==> src/rtl/core/sfbe_pkg.sv <==
// sfbe_pkg: shared types and constants for the surface fill and blit engine
// no dependencies
`timescale 1ns / 1ps

package sfbe_pkg;

   localparam logic [15:0] BACK_ID = 16'hFFFF;

   typedef enum logic [1:0] {
      KIND_CREATE = 2'd0,
      KIND_FILL   = 2'd1,
      KIND_BLIT   = 2'd2,
      KIND_READ   = 2'd3
   } kind_type;

   typedef enum logic [1:0] {
      ST_OK  = 2'd0,
      ST_BAD = 2'd1,
      ST_BIG = 2'd2,
      ST_OUT = 2'd3
   } status_type;

   typedef enum logic [2:0] {
      CMD_NONE,
      CMD_LOAD,
      CMD_CREATE,
      CMD_CLIP,
      CMD_ROWS,
      CMD_STEP,
      CMD_RDADDR
   } cmd_type;

   typedef struct packed {
      logic       ok_ids;
      logic       rd_in;
      logic       empty;
      logic       last;
      status_type chk;
   } stat_type;

endpackage

==> src/rtl/core/sfbe_ctrl.sv <==
// sfbe_ctrl: command sequencer for the surface fill and blit engine
// depends on sfbe_pkg
`timescale 1ns / 1ps

module sfbe_ctrl
   import sfbe_pkg::*;
(
   input  logic       clock,
   input  logic       reset,
   input  logic       req_tvalid,
   output logic       req_tready,
   input  kind_type   kind,
   input  stat_type   stat,
   output cmd_type    cmd,
   output logic       rsp_load,
   output status_type rsp_status,
   output logic       rsp_pix_sel,
   input  logic       rsp_free
);

   typedef enum logic [2:0] {
      S_IDLE, S_CHECK, S_CLIP, S_ROWS, S_RUN, S_RDA, S_RDB, S_DONE
   } state_type;

   state_type  state_ff, state_in;
   status_type st_ff, st_in;
   logic       psel_ff, psel_in;

   assign req_tready = (state_ff == S_IDLE);
   assign rsp_status = st_ff;
   assign rsp_pix_sel = psel_ff;
   assign rsp_load = (state_ff == S_DONE) && rsp_free;

   always_comb begin
      state_in = state_ff;
      st_in    = st_ff;
      psel_in  = psel_ff;
      cmd      = CMD_NONE;
      unique case (state_ff)
         S_IDLE: begin
            psel_in = 1'b0;
            if (req_tvalid) begin
               cmd      = CMD_LOAD;
               state_in = S_CHECK;
            end
         end
         S_CHECK: begin
            st_in = stat.chk;
            if (kind == KIND_CREATE) begin
               cmd      = CMD_CREATE;
               state_in = S_DONE;
            end else if (!stat.ok_ids || stat.chk != ST_OK) begin
               state_in = S_DONE;
            end else if (kind == KIND_READ) begin
               cmd      = CMD_RDADDR;
               state_in = S_RDA;
            end else begin
               state_in = S_CLIP;
            end
         end
         S_CLIP: begin
            cmd      = CMD_CLIP;
            state_in = S_ROWS;
         end
         S_ROWS: begin
            cmd      = CMD_ROWS;
            state_in = stat.empty ? S_DONE : S_RUN;
         end
         S_RUN: begin
            cmd = CMD_STEP;
            if (stat.last) state_in = S_DONE;
         end
         S_RDA: state_in = S_RDB;
         S_RDB: begin
            psel_in  = 1'b1;
            state_in = S_DONE;
         end
         S_DONE: begin
            if (rsp_free) state_in = S_IDLE;
         end
         default: state_in = S_IDLE;
      endcase
   end

   always_ff @(posedge clock) begin
      if (reset) begin
         state_ff <= S_IDLE;
         st_ff    <= ST_OK;
         psel_ff  <= 1'b0;
      end else begin
         state_ff <= state_in;
         st_ff    <= st_in;
         psel_ff  <= psel_in;
      end
   end

endmodule

==> config.mk <==
export PLATFORM = sky130hd
export DESIGN_NAME = sfbe_ctrl
export DESIGN_NICKNAME = d
export VERILOG_FILES = /design/src/rtl/core/sfbe_pkg.sv /design/src/rtl/core/sfbe_ctrl.sv
export SDC_FILE = /design/constraint.sdc
export NUM_CORES = 1
export LEC_CHECK = 0
export CAP_MARGIN = 20
export CORE_AREA = 2 2 39 41
export CTS_CLUSTER_SIZE = 28
export DETAILED_ROUTE_END_ITERATION = 6
export DIE_AREA = 0 0 41 43
export DONT_BUFFER_PORTS = 1
export HOLD_SLACK_MARGIN = 0.15
export REMOVE_ABC_BUFFERS = 1
export SLEW_MARGIN = 40
export SYNTH_ARGS = -nofsm -noshare
export SYNTH_HDL_FRONTEND = slang
export SYNTH_SLANG_ARGS = --single-unit
export TNS_END_PERCENT = 30
==> constraint.sdc <==
create_clock -name clock -period 1.4 [get_ports clock]
set_input_delay 0.28 -clock clock [delete_from_list [all_inputs] [get_ports clock]]
set_output_delay 0.28 -clock clock [all_outputs]
set_load 0.01 [all_outputs]
==> impl_results.html <==
<table>
<tr><th>Metric</th><th>Value</th></tr>
<tr><th colspan="2">Status</th></tr>
<tr><td>Run status</td><td>finished, final reports clean</td></tr>
<tr><th colspan="2">Drt</th></tr>
<tr><td>Routed Antenna Nets</td><td>0</td></tr>
<tr><td>Number of search-and-repair iterations in the first detailed-routing pass</td><td>4</td></tr>
<tr><td>Via/cell ratio</td><td>5.384</td></tr>
<tr><td>Remaining design rule violation count</td><td>0</td></tr>
<tr><td>Final routed wire length divided by cell count</td><td>13.63 µm</td></tr>
<tr><td>Drt total wl</td><td>around 1000 µm</td></tr>
<tr><td>Total number of vias</td><td>393</td></tr>
<tr><td>Initial DRC count</td><td>1</td></tr>
<tr><th colspan="2">Finish</th></tr>
<tr><td>Number of inserted filler cells in the final layout</td><td>155</td></tr>
<tr><td>Proportion of layout cells with a drive suffix above 1</td><td>33.33%</td></tr>
<tr><td>Post-route standard cell area excluding fillers</td><td>498.0 µm²</td></tr>
<tr><td>Register cell area after layout</td><td>roughly 130 µm²</td></tr>
<tr><td>Number of diodes</td><td>0</td></tr>
<tr><td>Final Util</td><td>35.99%</td></tr>
<tr><td>Net count of the finished layout</td><td>71</td></tr>
<tr><td>Total area of multi-input combinational cells</td><td>271.5 µm²</td></tr>
<tr><td>Area Growth Syn to Fin</td><td>24.76%</td></tr>
<tr><th colspan="2">Setup path</th></tr>
<tr><td>Startpoint of the worst register-to-register path</td><td>state_ff[1]</td></tr>
<tr><td>Data required time of the worst path</td><td>1120 ps</td></tr>
<tr><td>Worst-case reg-to-reg path depth</td><td>6</td></tr>
<tr><td>Capturing element type of the critical path</td><td>output port</td></tr>
<tr><td>Data arrival, critical path</td><td>approximately 1100 ps</td></tr>
<tr><td>Nature of the critical path startpoint</td><td>register</td></tr>
<tr><td>Worst Setup Path Type</td><td>reg2out</td></tr>
<tr><td>R2r endpoint</td><td>state_ff[1]</td></tr>
<tr><td>Max Fanout on Critical Path</td><td>6</td></tr>
<tr><td>Worst-case register-to-register setup slack</td><td>60 ps</td></tr>
<tr><th colspan="2">Timing</th></tr>
<tr><td>Pin slew with the least headroom to its limit</td><td>354.8 ps</td></tr>
<tr><td>Max_slew headroom</td><td>76.16%</td></tr>
<tr><td>Number of pins with negative max-slew slack in the final report</td><td>0</td></tr>
<tr><td>Minimum period implied by the final worst setup slack</td><td>approximately 1400 ps</td></tr>
<tr><td>Worst Hold Margin</td><td>189.7 ps</td></tr>
<tr><td>Highest Clock Rate</td><td>between 700 and 800 MHz</td></tr>
<tr><td>Final period util</td><td>97.66%</td></tr>
<tr><td>Count of final hold-check violations</td><td>0</td></tr>
<tr><td>Final-report setup violation count</td><td>0</td></tr>
<tr><td>Setup ws final</td><td>32.70 ps</td></tr>
<tr><td>Max Clock Skew</td><td>1.359 ps</td></tr>
<tr><td>Unrepaired setup endpoints after global routing</td><td>true</td></tr>
<tr><th colspan="2">Synth</th></tr>
<tr><td>Async SR Flop Fraction</td><td>0%</td></tr>
<tr><td>Main combinational cell family by area after synthesis</td><td>simple AND/OR/NAND/NOR gates</td></tr>
<tr><td>Post-synth EDFFs</td><td>0</td></tr>
<tr><td>Proportion of synthesized chip area in sequential cells</td><td>30.09%</td></tr>
<tr><td>Simple-gate share of the synthesized area</td><td>32.92%</td></tr>
<tr><td>Warnings, synthesis</td><td>0</td></tr>
<tr><td>Yosys top cell area share</td><td>30.09%</td></tr>
<tr><td>Cell type with the largest total area after synthesis</td><td>sky130_fd_sc_hd__dfxtp_1</td></tr>
<tr><td>Post-synthesis register bit count</td><td>6</td></tr>
<tr><td>Share of synthesized cell area in full adder, half adder and majority cells</td><td>0%</td></tr>
<tr><td>XOR/XNOR Fraction of Synth Area</td><td>4.389%</td></tr>
<tr><td>Syn Std Cell Area</td><td>approximately 400 µm²</td></tr>
<tr><td>Number of instances in the synthesized netlist</td><td>50</td></tr>
<tr><td>Count of distinct cell types in the synthesized netlist</td><td>26</td></tr>
<tr><td>Synthesized-area fraction occupied by ao, oa, aoi and oai cells</td><td>23.20%</td></tr>
<tr><td>Per-instance average area after synthesis</td><td>approximately 8.0 µm²</td></tr>
<tr><td>Top_reg_cell synth</td><td>sky130_fd_sc_hd__dfxtp_1</td></tr>
<tr><td>Ranking of synthesized cells by area</td><td>sky130_fd_sc_hd__dfxtp_1 30%, sky130_fd_sc_hd__nor2_1 5.6%, sky130_fd_sc_hd__mux2i_1 5.0%, sky130_fd_sc_hd__xor2_1 4.4%, sky130_fd_sc_hd__a21oi_1 3.8%</td></tr>
<tr><td>Portion of netlist area occupied by mux cells</td><td>5.016%</td></tr>
<tr><th colspan="2">Clock tree</th></tr>
<tr><td>Library cell used as clock root buffer</td><td>sky130_fd_sc_hd__clkbuf_4</td></tr>
<tr><td>TritonCTS buffer count</td><td>3</td></tr>
<tr><td>Clock H-tree levels</td><td>1</td></tr>
<tr><td>Clock Tree Buf Depth</td><td>2</td></tr>
<tr><td>Clock net sink count</td><td>6</td></tr>
<tr><td>Clock latency reported for the late side of the worst-skew pair</td><td>roughly 240 ps</td></tr>
<tr><td>CTS tree</td><td>done</td></tr>
<tr><td>Clock transition at path regs</td><td>roughly 40 ps</td></tr>
<tr><th colspan="2">Global route</th></tr>
<tr><td>Aggregate global-route resource usage</td><td>between 10 and 15%</td></tr>
<tr><td>Antenna violations before repair</td><td>0</td></tr>
<tr><td>Wire length of the first global-routing pass</td><td>~1.3 mm</td></tr>
<tr><td>Number of global-route vias before repair</td><td>between 300 and 400</td></tr>
<tr><td>Pin count of the biggest net entering global routing</td><td>17</td></tr>
<tr><td>Total global routing overflow</td><td>0</td></tr>
<tr><th colspan="2">Placement</th></tr>
<tr><td>Gp weighted congestion</td><td>between 0.6 and 0.7</td></tr>
<tr><td>Worst setup timing slack at the placement stage</td><td>71.55 ps</td></tr>
<tr><td>Placement Cell Area</td><td>409.1 µm²</td></tr>
<tr><td>Quantity of I/O buffers inserted on ports</td><td>0</td></tr>
<tr><th colspan="2">Min path</th></tr>
<tr><td>Number of stages on the worst hold path</td><td>2</td></tr>
<tr><td>HP Class</td><td>in2reg</td></tr>
<tr><td>Worst Hold Launch</td><td>stat[1]</td></tr>
<tr><td>Worst min-delay path endpoint</td><td>rsp_status[1]</td></tr>
<tr><th colspan="2">Power</th></tr>
<tr><td>Leakage power figure</td><td>between 0.0002 and 0.00025 µW</td></tr>
<tr><td>Total power density per cell area</td><td>1259 nW/µm²</td></tr>
<tr><td>Total Power Consumption</td><td>626.8 µW</td></tr>
<tr><td>Maximum ir drop on the vdd rail</td><td>0.0003736 V</td></tr>
<tr><th colspan="2">Floorplan</th></tr>
<tr><td>Core region area</td><td>about 1400 µm²</td></tr>
<tr><td>Std-Cell Rows</td><td>14</td></tr>
<tr><td>Initial standard-cell utilization of the core</td><td>between 20 and 30%</td></tr>
<tr><td>Die width</td><td>41 µm</td></tr>
<tr><td>Overall die height</td><td>roughly 43 µm</td></tr>
<tr><td>Count of boundary I/O pins</td><td>20</td></tr>
<tr><td>Full die area</td><td>1763 µm²</td></tr>
<tr><th colspan="2">Flow run</th></tr>
<tr><td>Number of max-cap violations</td><td>0</td></tr>
</table>
-- critical path, stage by stage, from the launching register on --
cell                       delay (ps)
sky130_fd_sc_hd__dfxtp_4          360
sky130_fd_sc_hd__clkbuf_2         150
sky130_fd_sc_hd__nor3_1           350
-- timing repair --
action	in CTS	in global routing
hold buffers	1	0
pin swaps	0	2
endpoints found under the hold margin	5	0
endpoints found under the setup margin	4	2
buffers inserted	0	5
gates resized for setup	6	2
-- cells by family (layout without fill, tap and decap cells) --
kind of cell	after synthesis	in the layout
multiplexers	2	2
XOR/XNOR	2	2
AND/OR/NAND/NOR	23	23
buffers and inverters	3	10
AO/OA/AOI/OAI	14	14
flip-flops	6	6
-- how the worst max path moves through the flow --
stage / from / endpoint / slack, ps / cells past startpoint
floorplan: stat[0] / cmd[1] / 190 / 4
global placement: state_ff[2] / state_ff[1] / 90 / 3
detailed placement: state_ff[2] / state_ff[0] / 70 / 4
CTS: state_ff[2] / cmd[0] / 40 / 3
global route: state_ff[0] / cmd[1] / -30 / 3
finish: state_ff[1] / req_tready / 30 / 2
-- layer usage --
layer	track usage [%]	share of wire [%]	up-vias
li1	-	-	196
met3	2.618	11	2
met4	8.000	1.4	0
met1	13.87	42	176
met5	0	0	-
met2	15.00	46	19
-- sequential cells by signal, indices dropped and copies added, names as in the netlist --
| register | count |
|---|---|
| rsp_status | 2 |
| rsp_pix_sel | 1 |
| state_ff | 3 |
-- placed cells by master, fill, tap and decap left out, drive strengths merged --
cell type,count
nor3,2
nand2,5
mux2i,2
and4,1
or2b,1
nor2,8
dfxtp,6
nor2b,2
buf,5
nor3b,1
a31oi,1
and3,2
a22oi,1
a21oi,3
o21ai,4
dlygate4sd3,1
o22a,1
o31ai,1
nand2b,1
xor2,2
a211oi,3
clkbuf,4
-- report_power, final --
| part | total, µW | switching (µW) | internal (µW) |
|---|---|---|---|
| combinational | 223 | 109 | 115 |
| sequential | 247 | 47.9 | 199 |
| clock | 157 | 59.7 | 96.8 |
| total | 627 | 216 | 411 |
-- metrics by stage --
stage | TNS, ps | cells
finish | 0 | 73
global route | -70.98 | 73
CTS | 0 | 68
detailed placement | 0 | 64
global placement | 0 | 64
floorplan | 0 | 47
-- Yosys cell counts, types with 2 or more instances --
cell type / count
sky130_fd_sc_hd__nand2_1: 4
sky130_fd_sc_hd__nor2_2: 2
sky130_fd_sc_hd__mux2i_1: 2
sky130_fd_sc_hd__o21ai_0: 3
sky130_fd_sc_hd__nor2b_1: 2
sky130_fd_sc_hd__xor2_1: 2
sky130_fd_sc_hd__a21oi_1: 3
sky130_fd_sc_hd__nor2_1: 6
sky130_fd_sc_hd__buf_2: 2
sky130_fd_sc_hd__nor3_1: 2
sky130_fd_sc_hd__dfxtp_1: 6
sky130_fd_sc_hd__a211oi_1: 2
-- area by class of cell --
cell class / count / share of cell area [%]
Clock buffer: 3 / 4.523
Sequential cell: 6 / 26.38
Tap cell: 16 / 4.020
Timing Repair Buffer: 7 / 10.55
Multi-Input combinational cell: 41 / 54.52
(Power assumes the default switching activity.)
